==> config.mk <==
export PLATFORM = sky130hd
export DESIGN_NAME = top_k_sorted_strength_list
export DESIGN_NICKNAME = d
export VERILOG_FILES = /design/src/hw/rtl/tksl_pkg.sv /design/src/hw/rtl/tksl_cell.sv /design/src/hw/rtl/top_k_sorted_strength_list.sv
export SDC_FILE = /design/constraint.sdc
export NUM_CORES = 2
export LEC_CHECK = 0
export ABC_AREA = 1
export BUFFER_PORTS_ARGS = -buffer_cell sky130_fd_sc_hd__buf_2
export CORE_UTILIZATION = 55
export CTS_CLUSTER_SIZE = 24
export DETAILED_ROUTE_END_ITERATION = 7
export PLACE_DENSITY = 0.71
export SLEW_MARGIN = 30
export SYNTH_ARGS = -nofsm -noshare
export SYNTH_HDL_FRONTEND = slang
export SYNTH_SLANG_ARGS = --single-unit
==> constraint.sdc <==
create_clock -name clock -period 6.55 [get_ports clock]
set_input_delay 0.655 -clock clock [delete_from_list [all_inputs] [get_ports clock]]
set_output_delay 0.655 -clock clock [all_outputs]
set_load 0.02 [all_outputs]
==> src/hw/rtl/tksl_pkg.sv <==
// ----------------------------------------------------------------------------
// Top-k sorted strength list: shared definitions
// Sizes, operation and status codes, state type and the command that the
// list controller broadcasts to every cell.
// ----------------------------------------------------------------------------
package tksl_pkg;

   // List geometry.
   localparam int LIST_DEPTH    = 16;
   localparam int HANDLE_BITS   = 16;
   localparam int STRENGTH_BITS = 32;

   // Derived index and count widths.
   localparam int POS_BITS  = (LIST_DEPTH > 1) ? $clog2(LIST_DEPTH) : 1;
   localparam int CNT_BITS  = $clog2(LIST_DEPTH + 1);

   // Fixed field widths of the ports.
   localparam int CAP_BITS      = 5;
   localparam int REQ_POS_BITS  = 4;
   localparam int FPOS_BITS     = 4;
   localparam int COUNT_OUT_BITS = 5;

   // Widths used to compare or convert values of differing sizes.
   localparam int CAPCMP_BITS = (CNT_BITS > CAP_BITS) ? CNT_BITS : CAP_BITS;
   localparam int PIDX_BITS   = (POS_BITS > REQ_POS_BITS) ? POS_BITS : REQ_POS_BITS;
   localparam int POSCMP_BITS = (CNT_BITS > REQ_POS_BITS) ? CNT_BITS : REQ_POS_BITS;
   localparam int ENC_BITS    = (POS_BITS > FPOS_BITS) ? POS_BITS : FPOS_BITS;
   localparam int CNTOUT_EXT  = (CNT_BITS > COUNT_OUT_BITS) ? CNT_BITS : COUNT_OUT_BITS;

   localparam logic [CAP_BITS-1:0] CAP_RESET = 5'd16;

   // Operation codes.
   typedef enum logic [1:0] {
      FUNC_ADD   = 2'd0,
      FUNC_INC   = 2'd1,
      FUNC_CLEAR = 2'd2
   } func_type;

   // Status codes.
   typedef enum logic [1:0] {
      STAT_DONE   = 2'd0,
      STAT_REJECT = 2'd1,
      STAT_RANGE  = 2'd2
   } status_type;

   // Controller states.
   typedef enum logic {
      ST_IDLE  = 1'b0,
      ST_APPLY = 1'b1
   } state_type;

   // Command seen by one cell during the apply cycle.
   typedef struct packed {
      logic                      clear;
      logic                      apply;
      logic                      in_range;      // cell index is at or above the target slot
      logic                      below_target;  // cell index is strictly above the target slot
      logic [STRENGTH_BITS-1:0]  strength;
      logic [HANDLE_BITS-1:0]    handle;
   } cell_cmd_type;

endpackage

==> src/hw/rtl/tksl_cell.sv <==
// ----------------------------------------------------------------------------
// Top-k sorted strength list: one list cell
// Holds one (strength, handle) entry. During an apply cycle it keeps its
// entry, takes its upper neighbor's or the new one, or zeroes its strength.
// ----------------------------------------------------------------------------
module tksl_cell (
   input  logic                                   clock,
   input  logic                                   reset,
   input  tksl_pkg::cell_cmd_type                 cmd,
   input  logic                                   upper_gt,
   input  logic [tksl_pkg::STRENGTH_BITS-1:0]     upper_strength,
   input  logic [tksl_pkg::HANDLE_BITS-1:0]       upper_handle,
   output logic [tksl_pkg::STRENGTH_BITS-1:0]     strength,
   output logic [tksl_pkg::HANDLE_BITS-1:0]       handle,
   output logic                                   gt,
   output logic                                   insert
);

   logic [tksl_pkg::STRENGTH_BITS-1:0] strength_ff;
   logic [tksl_pkg::STRENGTH_BITS-1:0] strength_in;
   logic [tksl_pkg::HANDLE_BITS-1:0]   handle_ff;
   logic [tksl_pkg::HANDLE_BITS-1:0]   handle_in;
   logic                               shift;

   // This entry stays above the moving entry when it is strictly stronger.
   assign gt = cmd.below_target && (strength_ff > cmd.strength);

   // The moving entry lands in the first cell whose upper neighbor stays put.
   assign insert = cmd.apply && cmd.in_range && upper_gt && !gt;
   assign shift  = cmd.apply && cmd.in_range && !upper_gt;

   // Next entry contents.
   always_comb begin
      strength_in = strength_ff;
      handle_in   = handle_ff;
      if (cmd.clear) begin
         strength_in = '0;
      end else if (insert) begin
         strength_in = cmd.strength;
         handle_in   = cmd.handle;
      end else if (shift) begin
         strength_in = upper_strength;
         handle_in   = upper_handle;
      end
   end

   // Strength clears at reset; the handle is only read once written.
   always_ff @(posedge clock) begin
      if (reset) begin
         strength_ff <= '0;
      end else begin
         strength_ff <= strength_in;
      end
      handle_ff <= handle_in;
   end

   assign strength = strength_ff;
   assign handle   = handle_ff;

endmodule

==> src/hw/rtl/top_k_sorted_strength_list.sv <==
// ----------------------------------------------------------------------------
// Top-k sorted strength list
// Keeps up to a configured number of (strength, handle) entries sorted by
// descending strength in a row of cells, with add, increment and clear.
//
// Usage:
//   An item (req_func, req_strength, req_handle, req_position) is taken at a
//   rising edge where start is high and busy is low. Busy is high for the one
//   apply cycle that follows. The result item appears on the rsp_ ports for
//   one cycle, marked by rsp_valid, in the cycle after the apply cycle, which
//   is also a cycle in which a new item may be started.
//   A new item is not taken while busy. In the accept cycle the front end reads
//   one selected cell and does the saturating add and the accept/reject
//   checks; in the apply cycle every cell compares and shifts in parallel.
//   The user writes the capacity register through csr_we/csr_wdata only while
//   idle; the block itself does not enforce it. Reset (synchronous) empties
//   the list, zeroes all strengths and sets the capacity to 16. The receiver
//   cannot stall: each result is taken in the cycle it is shown.
// ----------------------------------------------------------------------------
module top_k_sorted_strength_list (
   input  logic                                     clock,
   input  logic                                     reset,
   input  logic                                     start,
   output logic                                     busy,
   input  logic [1:0]                               req_func,
   input  logic [tksl_pkg::STRENGTH_BITS-1:0]       req_strength,
   input  logic [tksl_pkg::HANDLE_BITS-1:0]         req_handle,
   input  logic [tksl_pkg::REQ_POS_BITS-1:0]        req_position,
   output logic                                     rsp_valid,
   output logic [tksl_pkg::FPOS_BITS-1:0]           rsp_final_position,
   output logic [1:0]                               rsp_status,
   output logic                                     rsp_evicted_valid,
   output logic [tksl_pkg::HANDLE_BITS-1:0]         rsp_evicted_handle,
   output logic [tksl_pkg::COUNT_OUT_BITS-1:0]      rsp_entry_count,
   input  logic                                     csr_we,
   input  logic [tksl_pkg::CAP_BITS-1:0]            csr_wdata
);

   localparam int DEPTH = tksl_pkg::LIST_DEPTH;
   localparam int SW    = tksl_pkg::STRENGTH_BITS;
   localparam int HW    = tksl_pkg::HANDLE_BITS;
   localparam int PW    = tksl_pkg::POS_BITS;
   localparam int CW    = tksl_pkg::CNT_BITS;

   // Control state.
   tksl_pkg::state_type state_ff, state_in;
   logic [tksl_pkg::CAP_BITS-1:0] cap_ff, cap_in;
   logic [CW-1:0]                 count_ff, count_in;
   logic                          accept;
   logic                          apply_cycle;

   // Operation latched at accept.
   logic           op_apply_ff, op_apply_in;
   logic           op_clear_ff, op_clear_in;
   logic [SW-1:0]  op_strength_ff, op_strength_in;
   logic [HW-1:0]  op_handle_ff, op_handle_in;
   logic [PW-1:0]  op_pos_ff, op_pos_in;
   logic [1:0]     op_status_ff, op_status_in;
   logic           op_ev_valid_ff, op_ev_valid_in;
   logic [HW-1:0]  op_ev_handle_ff, op_ev_handle_in;

   // Result registers.
   logic                                 rsp_valid_ff, rsp_valid_in;
   logic [tksl_pkg::FPOS_BITS-1:0]       rsp_fpos_ff, rsp_fpos_in;
   logic [1:0]                           rsp_status_ff;
   logic                                 rsp_ev_valid_ff;
   logic [HW-1:0]                        rsp_ev_handle_ff;
   logic [tksl_pkg::COUNT_OUT_BITS-1:0]  rsp_count_ff, rsp_count_in;

   // Cell row.
   tksl_pkg::cell_cmd_type cell_cmd [DEPTH];
   logic [SW-1:0]          cell_str [DEPTH];
   logic [HW-1:0]          cell_hnd [DEPTH];
   logic [DEPTH-1:0]       cell_gt;
   logic [DEPTH-1:0]       insert_vec;
   logic                   up_gt  [DEPTH];
   logic [SW-1:0]          up_str [DEPTH];
   logic [HW-1:0]          up_hnd [DEPTH];

   // Front-end decode signals.
   logic [tksl_pkg::CAPCMP_BITS-1:0]  cap_wide, cap_eff, count_cap;
   logic                              grew;
   logic [CW-1:0]                     count_grown, last_wide;
   logic [PW-1:0]                     last_idx, pos_idx, sel_idx;
   logic [tksl_pkg::PIDX_BITS-1:0]    pos_ext;
   logic                              pos_ok;
   logic [SW-1:0]                     sel_str, sat_sum;
   logic [HW-1:0]                     sel_hnd;
   logic [SW:0]                       sum_wide;
   logic [tksl_pkg::ENC_BITS-1:0]     enc_ext;
   logic [PW-1:0]                     enc_pos;
   logic [tksl_pkg::CNTOUT_EXT-1:0]   count_ext;

   // Next state.
   always_comb begin
      state_in = state_ff;
      case (state_ff)
         tksl_pkg::ST_IDLE: begin
            if (start) begin
               state_in = tksl_pkg::ST_APPLY;
            end
         end
         tksl_pkg::ST_APPLY: begin
            state_in = tksl_pkg::ST_IDLE;
         end
         default: begin
            state_in = tksl_pkg::ST_IDLE;
         end
      endcase
   end

   // State outputs.
   always_comb begin
      busy        = 1'b0;
      apply_cycle = 1'b0;
      case (state_ff)
         tksl_pkg::ST_IDLE: begin
            busy = 1'b0;
         end
         tksl_pkg::ST_APPLY: begin
            busy        = 1'b1;
            apply_cycle = 1'b1;
         end
         default: begin
            busy = 1'b0;
         end
      endcase
   end

   assign accept = start && !busy;

   // Capacity register.
   assign cap_in = csr_we ? csr_wdata : cap_ff;

   // Slot selection: the given position for an increment, the last slot otherwise.
   always_comb begin
      cap_wide    = tksl_pkg::CAPCMP_BITS'(cap_ff);
      cap_eff     = (cap_wide > tksl_pkg::CAPCMP_BITS'(DEPTH)) ?
                    tksl_pkg::CAPCMP_BITS'(DEPTH) : cap_wide;
      count_cap   = tksl_pkg::CAPCMP_BITS'(count_ff);
      grew        = cap_eff > count_cap;
      count_grown = count_ff + CW'(grew);
      last_wide   = count_grown - CW'(1);
      last_idx    = last_wide[PW-1:0];
      pos_ext     = tksl_pkg::PIDX_BITS'(req_position);
      pos_idx     = pos_ext[PW-1:0];
      pos_ok      = tksl_pkg::POSCMP_BITS'(req_position) < tksl_pkg::POSCMP_BITS'(count_ff);
      sel_idx     = (req_func == tksl_pkg::FUNC_INC) ? pos_idx : last_idx;
      sel_str     = cell_str[sel_idx];
      sel_hnd     = cell_hnd[sel_idx];
      sum_wide    = {1'b0, sel_str} + {1'b0, req_strength};
      sat_sum     = sum_wide[SW] ? '1 : sum_wide[SW-1:0];
   end

   // Operation decode at accept.
   always_comb begin
      op_apply_in     = 1'b0;
      op_clear_in     = 1'b0;
      op_strength_in  = req_strength;
      op_handle_in    = req_handle;
      op_pos_in       = last_idx;
      op_status_in    = tksl_pkg::STAT_DONE;
      op_ev_valid_in  = 1'b0;
      op_ev_handle_in = '0;
      count_in        = count_ff;
      case (req_func)
         tksl_pkg::FUNC_ADD: begin
            count_in = count_grown;
            if (count_grown == '0) begin
               op_status_in = tksl_pkg::STAT_REJECT;
            end else if (req_strength < sel_str) begin
               op_status_in = tksl_pkg::STAT_REJECT;
            end else begin
               op_apply_in = 1'b1;
               if (!grew) begin
                  op_ev_valid_in  = 1'b1;
                  op_ev_handle_in = sel_hnd;
               end
            end
         end
         tksl_pkg::FUNC_INC: begin
            op_pos_in = pos_idx;
            if (!pos_ok) begin
               op_status_in = tksl_pkg::STAT_RANGE;
            end else begin
               op_apply_in    = 1'b1;
               op_strength_in = sat_sum;
               op_handle_in   = sel_hnd;
            end
         end
         tksl_pkg::FUNC_CLEAR: begin
            op_clear_in = 1'b1;
            count_in    = '0;
         end
         default: begin
            op_apply_in = 1'b0;
         end
      endcase
   end

   // Broadcast command to the cells during the apply cycle.
   always_comb begin
      for (int i = 0; i < DEPTH; i++) begin
         cell_cmd[i].clear        = apply_cycle && op_clear_ff;
         cell_cmd[i].apply        = apply_cycle && op_apply_ff;
         cell_cmd[i].in_range     = PW'(i) <= op_pos_ff;
         cell_cmd[i].below_target = PW'(i) < op_pos_ff;
         cell_cmd[i].strength     = op_strength_ff;
         cell_cmd[i].handle       = op_handle_ff;
      end
   end

   // Row of cells, each fed by its upper neighbor.
   for (genvar g = 0; g < DEPTH; g++) begin : g_cell
      if (g == 0) begin : g_head
         assign up_gt[g]  = 1'b1;
         assign up_str[g] = '0;
         assign up_hnd[g] = '0;
      end else begin : g_link
         assign up_gt[g]  = cell_gt[g-1];
         assign up_str[g] = cell_str[g-1];
         assign up_hnd[g] = cell_hnd[g-1];
      end

      tksl_cell u_cell (
         .clock          (clock),
         .reset          (reset),
         .cmd            (cell_cmd[g]),
         .upper_gt       (up_gt[g]),
         .upper_strength (up_str[g]),
         .upper_handle   (up_hnd[g]),
         .strength       (cell_str[g]),
         .handle         (cell_hnd[g]),
         .gt             (cell_gt[g]),
         .insert         (insert_vec[g])
      );
   end

   // Landing slot of the moving entry.
   always_comb begin
      enc_pos = '0;
      for (int i = 0; i < DEPTH; i++) begin
         if (insert_vec[i]) begin
            enc_pos = enc_pos | PW'(i);
         end
      end
      enc_ext = tksl_pkg::ENC_BITS'(enc_pos);
   end

   // Result values.
   always_comb begin
      rsp_valid_in = apply_cycle;
      rsp_fpos_in  = op_apply_ff ? enc_ext[tksl_pkg::FPOS_BITS-1:0] : '0;
      count_ext    = tksl_pkg::CNTOUT_EXT'(count_ff);
      rsp_count_in = count_ext[tksl_pkg::COUNT_OUT_BITS-1:0];
   end

   // Control registers.
   always_ff @(posedge clock) begin
      if (reset) begin
         state_ff     <= tksl_pkg::ST_IDLE;
         cap_ff       <= tksl_pkg::CAP_RESET;
         count_ff     <= '0;
         op_apply_ff  <= 1'b0;
         op_clear_ff  <= 1'b0;
         rsp_valid_ff <= 1'b0;
      end else begin
         state_ff     <= state_in;
         cap_ff       <= cap_in;
         rsp_valid_ff <= rsp_valid_in;
         if (accept) begin
            count_ff    <= count_in;
            op_apply_ff <= op_apply_in;
            op_clear_ff <= op_clear_in;
         end
      end
   end

   // Operation and result payload registers.
   always_ff @(posedge clock) begin
      if (accept) begin
         op_strength_ff  <= op_strength_in;
         op_handle_ff    <= op_handle_in;
         op_pos_ff       <= op_pos_in;
         op_status_ff    <= op_status_in;
         op_ev_valid_ff  <= op_ev_valid_in;
         op_ev_handle_ff <= op_ev_handle_in;
      end
      if (apply_cycle) begin
         rsp_fpos_ff      <= rsp_fpos_in;
         rsp_status_ff    <= op_status_ff;
         rsp_ev_valid_ff  <= op_ev_valid_ff;
         rsp_ev_handle_ff <= op_ev_handle_ff;
         rsp_count_ff     <= rsp_count_in;
      end
   end

   assign rsp_valid          = rsp_valid_ff;
   assign rsp_final_position = rsp_fpos_ff;
   assign rsp_status         = rsp_status_ff;
   assign rsp_evicted_valid  = rsp_ev_valid_ff;
   assign rsp_evicted_handle = rsp_ev_handle_ff;
   assign rsp_entry_count    = rsp_count_ff;

   // At most one cell ever takes the moving entry.
   a_insert_onehot0: assert property (@(posedge clock) disable iff (reset)
      $onehot0(insert_vec))
      else $error("more than one cell took the moving entry");

   // An applied operation always places its entry in exactly one cell.
   a_insert_once: assert property (@(posedge clock) disable iff (reset)
      (apply_cycle && op_apply_ff) |-> $onehot(insert_vec))
      else $error("applied entry was not placed in exactly one cell");

   // The entry count never exceeds the list depth.
   a_count_bound: assert property (@(posedge clock) disable iff (reset)
      count_ff <= CW'(DEPTH))
      else $error("entry count exceeds list depth");

   // A result strobe follows an apply cycle and nothing else.
   a_rsp_after_apply: assert property (@(posedge clock) disable iff (reset)
      rsp_valid |-> $past(apply_cycle))
      else $error("result strobe without a preceding apply cycle");

   // The apply cycle lasts exactly one cycle.
   a_busy_single: assert property (@(posedge clock) disable iff (reset)
      busy |=> !busy)
      else $error("busy held for more than one cycle");

endmodule
## Word-level counts from Yosys, hierarchy flattened

Index checks and enable logic that the tools add are counted.
Widths: inputs -> output; s select.

| operators by class | value |
|---|---|
| add/subtract/negate cells | 3 |
| magnitude comparators | 53 |
| equality and inequality tests | 2 |
| muxes and demuxes | 103 |
| bitwise gates (word level) | 4 |
| reductions and logical operators | 136 |

Operators by type and width:

| operator | count |
|---|---|
| $mux 32 | 35 |
| $mux 16 | 34 |
| $gt 32x32->1 | 16 |
| $bmux 32 s4 | 1 |
| $logic_and 1x1->1 | 81 |
| $bmux 16 s4 | 1 |
| $mux 4 | 9 |
| $reduce_and 2->1 | 17 |
| $add 32x32->33 | 1 |
| $le 4x4->1 const A | 8 |
| $lt 32x32->1 | 1 |
| $lt 4x4->1 const A | 8 |
| $reduce_bool 2->1 | 16 |
| $logic_not 1->1 | 17 |
| $le 3x4->1 const A | 4 |
| $lt 3x4->1 const A | 4 |
| $mux 3 | 4 |
| $mux 1 | 10 |
| $pmux 5 s2 | 1 |
| $le 1x4->1 const A | 2 |
| $le 2x4->1 const A | 2 |
| $lt 1x4->1 const A | 2 |
| $lt 2x4->1 const A | 2 |
| $mux 2 | 3 |
| other kinds (18) | 22 |

| storage, ports and cells | value |
|---|---|
| register bits | 881 |
| output and inout port bits | 30 |
| logic and storage cells | 350 |

## Longest topological paths before layout

| depth | value |
|---|---|
| word-level depth | 20 |
| depth in mapped cells | 39 |
| depth with buffers taken out | 37 |

## Modules after synthesis

Synthesis repeated with hierarchy kept, for this count alone.

| unflattened totals | value |
|---|---|
| cell total of the unflattened synthesis | 10967 |
| area total of the unflattened synthesis | 69128.8 µm² |

Modules (own cells, without submodules):

| module | times used | cells an instance | area each (µm²) |
|---|---|---|---|
| tksl_cell | 16 | 528 | 3382.0 |
| top_k_sorted_strength_list | 1 | 2519 | 15016.9 |

## Least setup slack after synthesis

OpenSTA, ideal clock, no wires.

| timing | value |
|---|---|
| path kind | reg2reg |
| from | register cap_ff[1] (netlist name) |
| to | register op_strength_ff[19], data pin |
| library setup time | 154 ps |
| arrival time | 4895 ps |
| data required time | 6396 ps |
| path slack | 1501 ps |
| stages on the path, launching flop included | 37 |
| clock period less this slack | 5049 ps |
| cells stage by stage | dfxtp_1 > nor3_1 > nand2_1 > a21oi_1 > ha_1 > nand2_1 > inv_1 > o21bai_1 > a32oi_1 > ha_1 > ha_1 > inv_1 > ha_1 > nand2_1 > o21ai_4 > inv_2 > buf_2 > buf_2 > a21oi_1 > o21ai_0 > nand2_1 > o221ai_1 > nand2_1 > inv_1 > ha_1 > inv_1 > fa_1 > o21ai_2 > nand2_1 > nand2_1 > a21oi_2 > o21bai_1 > nand3_1 > nand3_1 > inv_1 > buf_2 > a21boi_0 |

| between the ends | value |
|---|---|
| cells in the longest elaborated chain, start to end | 14 |

Ends and longest elaborated chain:

| element | RTL line | RTL |
|---|---|---|
| start: declaration | top_k_sorted_strength_list.sv:47 | `logic [tksl_pkg::CAP_BITS-1:0] cap_ff, cap_in;` |
| start signal: assignment | top_k_sorted_strength_list.sv:262 | `cap_ff <= tksl_pkg::CAP_RESET;` |
| start signal: assignment | top_k_sorted_strength_list.sv:269 | `cap_ff <= cap_in;` |
| $gt 5x5->1 | top_k_sorted_strength_list.sv:138 | `cap_eff = (cap_wide > tksl_pkg::CAPCMP_BITS'(DEPTH)) ?` |
| $mux 5 * | top_k_sorted_strength_list.sv:138 |  |
| $gt 5x5->1 * | top_k_sorted_strength_list.sv:141 | `grew = cap_eff > count_cap;` |
| $add 5x1->5 * | top_k_sorted_strength_list.sv:142 | `count_grown = count_ff + CW'(grew);` |
| $sub 4x1->4 * | top_k_sorted_strength_list.sv:143 | `last_wide = count_grown - CW'(1);` |
| $mux 4 * | top_k_sorted_strength_list.sv:148 | `sel_idx = (req_func == tksl_pkg::FUNC_INC) ? pos_idx : last_idx;` |
| $not 4->5 (implied by the code) * | top_k_sorted_strength_list.sv:149 | `sel_str = cell_str[sel_idx];` |
| $bmux 32 s4 * | top_k_sorted_strength_list.sv:149 |  |
| $mux 32 (implied by the code) * (2 in series) | top_k_sorted_strength_list.sv:149 |  |
| $add 32x32->33 * | top_k_sorted_strength_list.sv:151 | `sum_wide = {1'b0, sel_str} + {1'b0, req_strength};` |
| $mux 32 * | top_k_sorted_strength_list.sv:152 | `sat_sum = sum_wide[SW] ? '1 : sum_wide[SW-1:0];` |
| $mux 32 * | top_k_sorted_strength_list.sv:183 | `if (!pos_ok) begin` |
| $mux 32 * | top_k_sorted_strength_list.sv:166 | `case (req_func)` |
| net op_strength_in[19] | top_k_sorted_strength_list.sv:55 | `logic [SW-1:0] op_strength_ff, op_strength_in;` |
| end signal: assignment | top_k_sorted_strength_list.sv:282 | `op_strength_ff <= op_strength_in;` |
| end: declaration | top_k_sorted_strength_list.sv:55 |  |

Mark *: on every way through the listed nets, which the timed path passes. The rest lies on a longest branch. The select of a mux whose other input is x is not followed.
A chain may end at the register's enable or synchronous reset.

## Worst setup path after layout

| timing | value |
|---|---|
| from | register cap_ff[2] (netlist name) |
| to | register op_strength_ff[19], data pin |

Same word-level chain as after synthesis.

==> impl_metrics.json <==
{
  "fmax_mhz": 158,
  "grt_overflow_total": 0,
  "final_util": 0.604,
  "drive_above_1_share": 0.0694,
  "finalSetupViolCount": 0,
  "setup-tns-final_ps": 0,
  "design_area_um2": 66900,
  "grtUsageTotal": 0.364,
  "final_antenna_net_count": 0,
  "clk-insertion-delay-late_ps": 760,
  "worst_slew_pin_slew_ps": 1120,
  "syn_nets": 9400,
  "viasPerCell": 5.98,
  "pre_cts_ws_ps": 232,
  "numCtsBuffers": 100,
  "core-area_um2": 111000,
  "clock_path_buffers": 3,
  "final_nets": 9266,
  "ys_ff_latch": 881,
  "crit_path_end_kind": "flip-flop",
  "placed_area_um2": 63300,
  "synth_compound_area_frac": 0.195,
  "synth_edf_count": 355,
  "grt_pass1_wl_mm": 320,
  "wl_mm": 212,
  "cts_max_level": 3,
  "hold_slack_ps": 135,
  "cp-start-kind": "flip-flop",
  "clkTransAtPathRegs_ps": 70,
  "yosys.area_share.simple": 0.244,
  "leakage_nw": 31.0,
  "cts_tree": "done",
  "required_ps": 6980,
  "io_buffers": 92,
  "die_h_um": 336,
  "syn2layout_area_growth_pct": 8.98,
  "layout_worst_path_cycle_share": 0.967,
  "post_synth_num_cell_types": 61,
  "setup_ws_ps": 213,
  "cts_root_buf": "clkbuf_16",
  "worstSetupPathType": "flip-flop to flip-flop",
  "slowest_stage": "o21ai_0",
  "die_area_um2": 113000,
  "synth_xor_area_frac": 0.00385,
  "fin_crit_ps": 6340,
  "first_pass_iters": 6,
  "rsz0062_at_grt": "yes",
  "status": "complete, no violations",
  "synth_top_family_by_area": "simple AND/OR/NAND/NOR gates",
  "grt_pass1_vias": 55100,
  "min_path_type": "primary input to flip-flop",
  "yosys_warnings": 0,
  "drtIter0Drc": 7578,
  "initial_core_util": 0.555,
  "syn_area_um2": 61400,
  "crit_top_cell": "nand2_1",
  "vdd_ir_drop_max_v": 0.000224,
  "final_cell_mix": "2075 x nand2_1, 904 x o21ai_0, 883 x inv_1, 845 x a21oi_1, 741 x nor2_1",
  "fp.dieW_um": 336,
  "cts_hold_buffers": 0,
  "slowest_delay_ps": 510,
  "path_max_fanout": 18,
  "place_congestion": 1.01,
  "slew_headroom": 0.244,
  "mostFrequentLayoutCell": "nand2_1",
  "antenna_found_initial": 3,
  "synthMuxAreaShare": 0,
  "synth-main-ff-cell": "dfxtp_1",
  "grt_max_degree": 185,
  "syn_inst": 8773,
  "clock_sinks": 881,
  "wl_per_cell_um": 20.7,
  "p_per_area_nw_per_um2": 230,
  "ys_async_sr_fraction": 0,
  "pin_count": 93,
  "synth.avg_cell_area_um2": 7.00,
  "synthAdderAreaFrac": 0.115,
  "arrival_ps": 6760,
  "synth.yosys.seq_area_share": 0.345,
  "rows": 122,
  "slew_viol_final": 0,
  "place.detailed.hpwl_mm": 153,
  "drv_cap": 0,
  "hold_viol_final": 0,
  "skew_ps": 73.4,
  "drc": 0,
  "vias": 61100
}
[path summary, 6_finish.rpt]
kind                                                  startpoint                               to  slack [ps]  cells after the start
worst max register to register            cap_ff[2]$_SDFFE_PP0P_     op_strength_ff[19]$_DFFE_PP_         210                     34
worst max-delay path                      cap_ff[2]$_SDFFE_PP0P_     op_strength_ff[19]$_DFFE_PP_         210                     34
worst min register to register  op_ev_handle_ff[6]$_SDFFCE_PP0P_  rsp_evicted_handle[6]$_DFFE_PP_         420                      0
worst min-delay path                                csr_wdata[4]           cap_ff[4]$_SDFFE_PP1P_         140                      3
[synthesized netlist by cell type (all sizes together), types with 19 or more instances]
library cell / count / area [µm²]
buf: 263 / 1390
inv: 902 / 3390
nand3b: 29 / 221
nand4: 106 / 663
nand2: 2105 / 7940
o221ai: 38 / 333
a2bb2oi: 22 / 193
o21ai: 982 / 4960
nor2: 755 / 2870
a21oi: 859 / 4330
nor3: 28 / 145
nand3: 587 / 2950
dfxtp: 526 / 10500
ha: 563 / 7040
edfxtp: 355 / 10700
o22ai: 19 / 119
o21a: 35 / 263
clkbuf: 305 / 1150
o211ai: 167 / 1250
[cell families after synthesis]
| family | count (synthesis) |
|---|---|
| and+or+nand+nor | 3639 |
| AOI/OAI and AO/OA | 2189 |
| buffers and inverters | 1473 |
| DFF | 881 |
| adders and majority gates | 564 |
| xor gates and xnor gates | 27 |
[through the flow]
stage,power [mW],cells
2_1_floorplan,8.02,8773
3_3_place_gp,9.25,10000
3_5_place_dp,9.29,10000
4_1_cts,15.2,10200
5_1_grt,15.9,10200
6_report,15.4,10200
[where the power goes]
| group | switching, mW | internal (mW) |
|---|---|---|
| combinational | 2.50 | 1.02 |
| clock | 2.55 | 3.44 |
| sequential | 0.106 | 5.76 |
[state kept, by name, summed over array words and instances, names as in the netlist, 2 cells and up]
name and flops:
count_cap 5, rsp_status 2, rsp_entry_count 5, op_strength_ff 32, op_status_ff 2, rsp_final_position 4
op_handle_ff 16, g_cell.u_cell.handle 256, cap_ff 5, g_cell.u_cell.strength 512, rsp_evicted_handle 16, op_ev_handle_ff 16
op_pos_ff 4
[worst max-delay path, delay by kind of cell, from the launching register on]
kind / cells / cell delay [ps]
simple gates: 12 / 1850
xor+xnor: 1 / 190
fa+ha+maj: 5 / 1320
buf+inv: 7 / 930
flops: 1 / 310
compound gates: 9 / 1380
[layout make-up]
class | instances | area (µm²)
flip-flops and latches | 881 | 21200
inverters | 905 | 3420
multi-input cells | 6419 | 34500
repair buffers | 330 | 2460
fillers | 10200 | 43800
repair inverters | 2 | 17.5
clock inverters | 48 | 668
diodes | 2 | 5.00
well taps | 1488 | 1860
clock buffers | 134 | 2780
[metal layers]
layer / vias up / GRT usage / share of wire
li1: 29100 / - / -
met4: 6 / 0.114 / 0.030
met3: 425 / 0.0937 / 0.13
met1: 28100 / 0.516 / 0.42
met2: 3441 / 0.538 / 0.42
met5: - / 0 / 0.00017
[repair_timing]
action | in CTS | in global routing
endpoints found under the setup margin | 0 | 47
gates resized for setup | 0 | 20
setup buffers | 0 | 4
(Power assumes the default switching activity.)
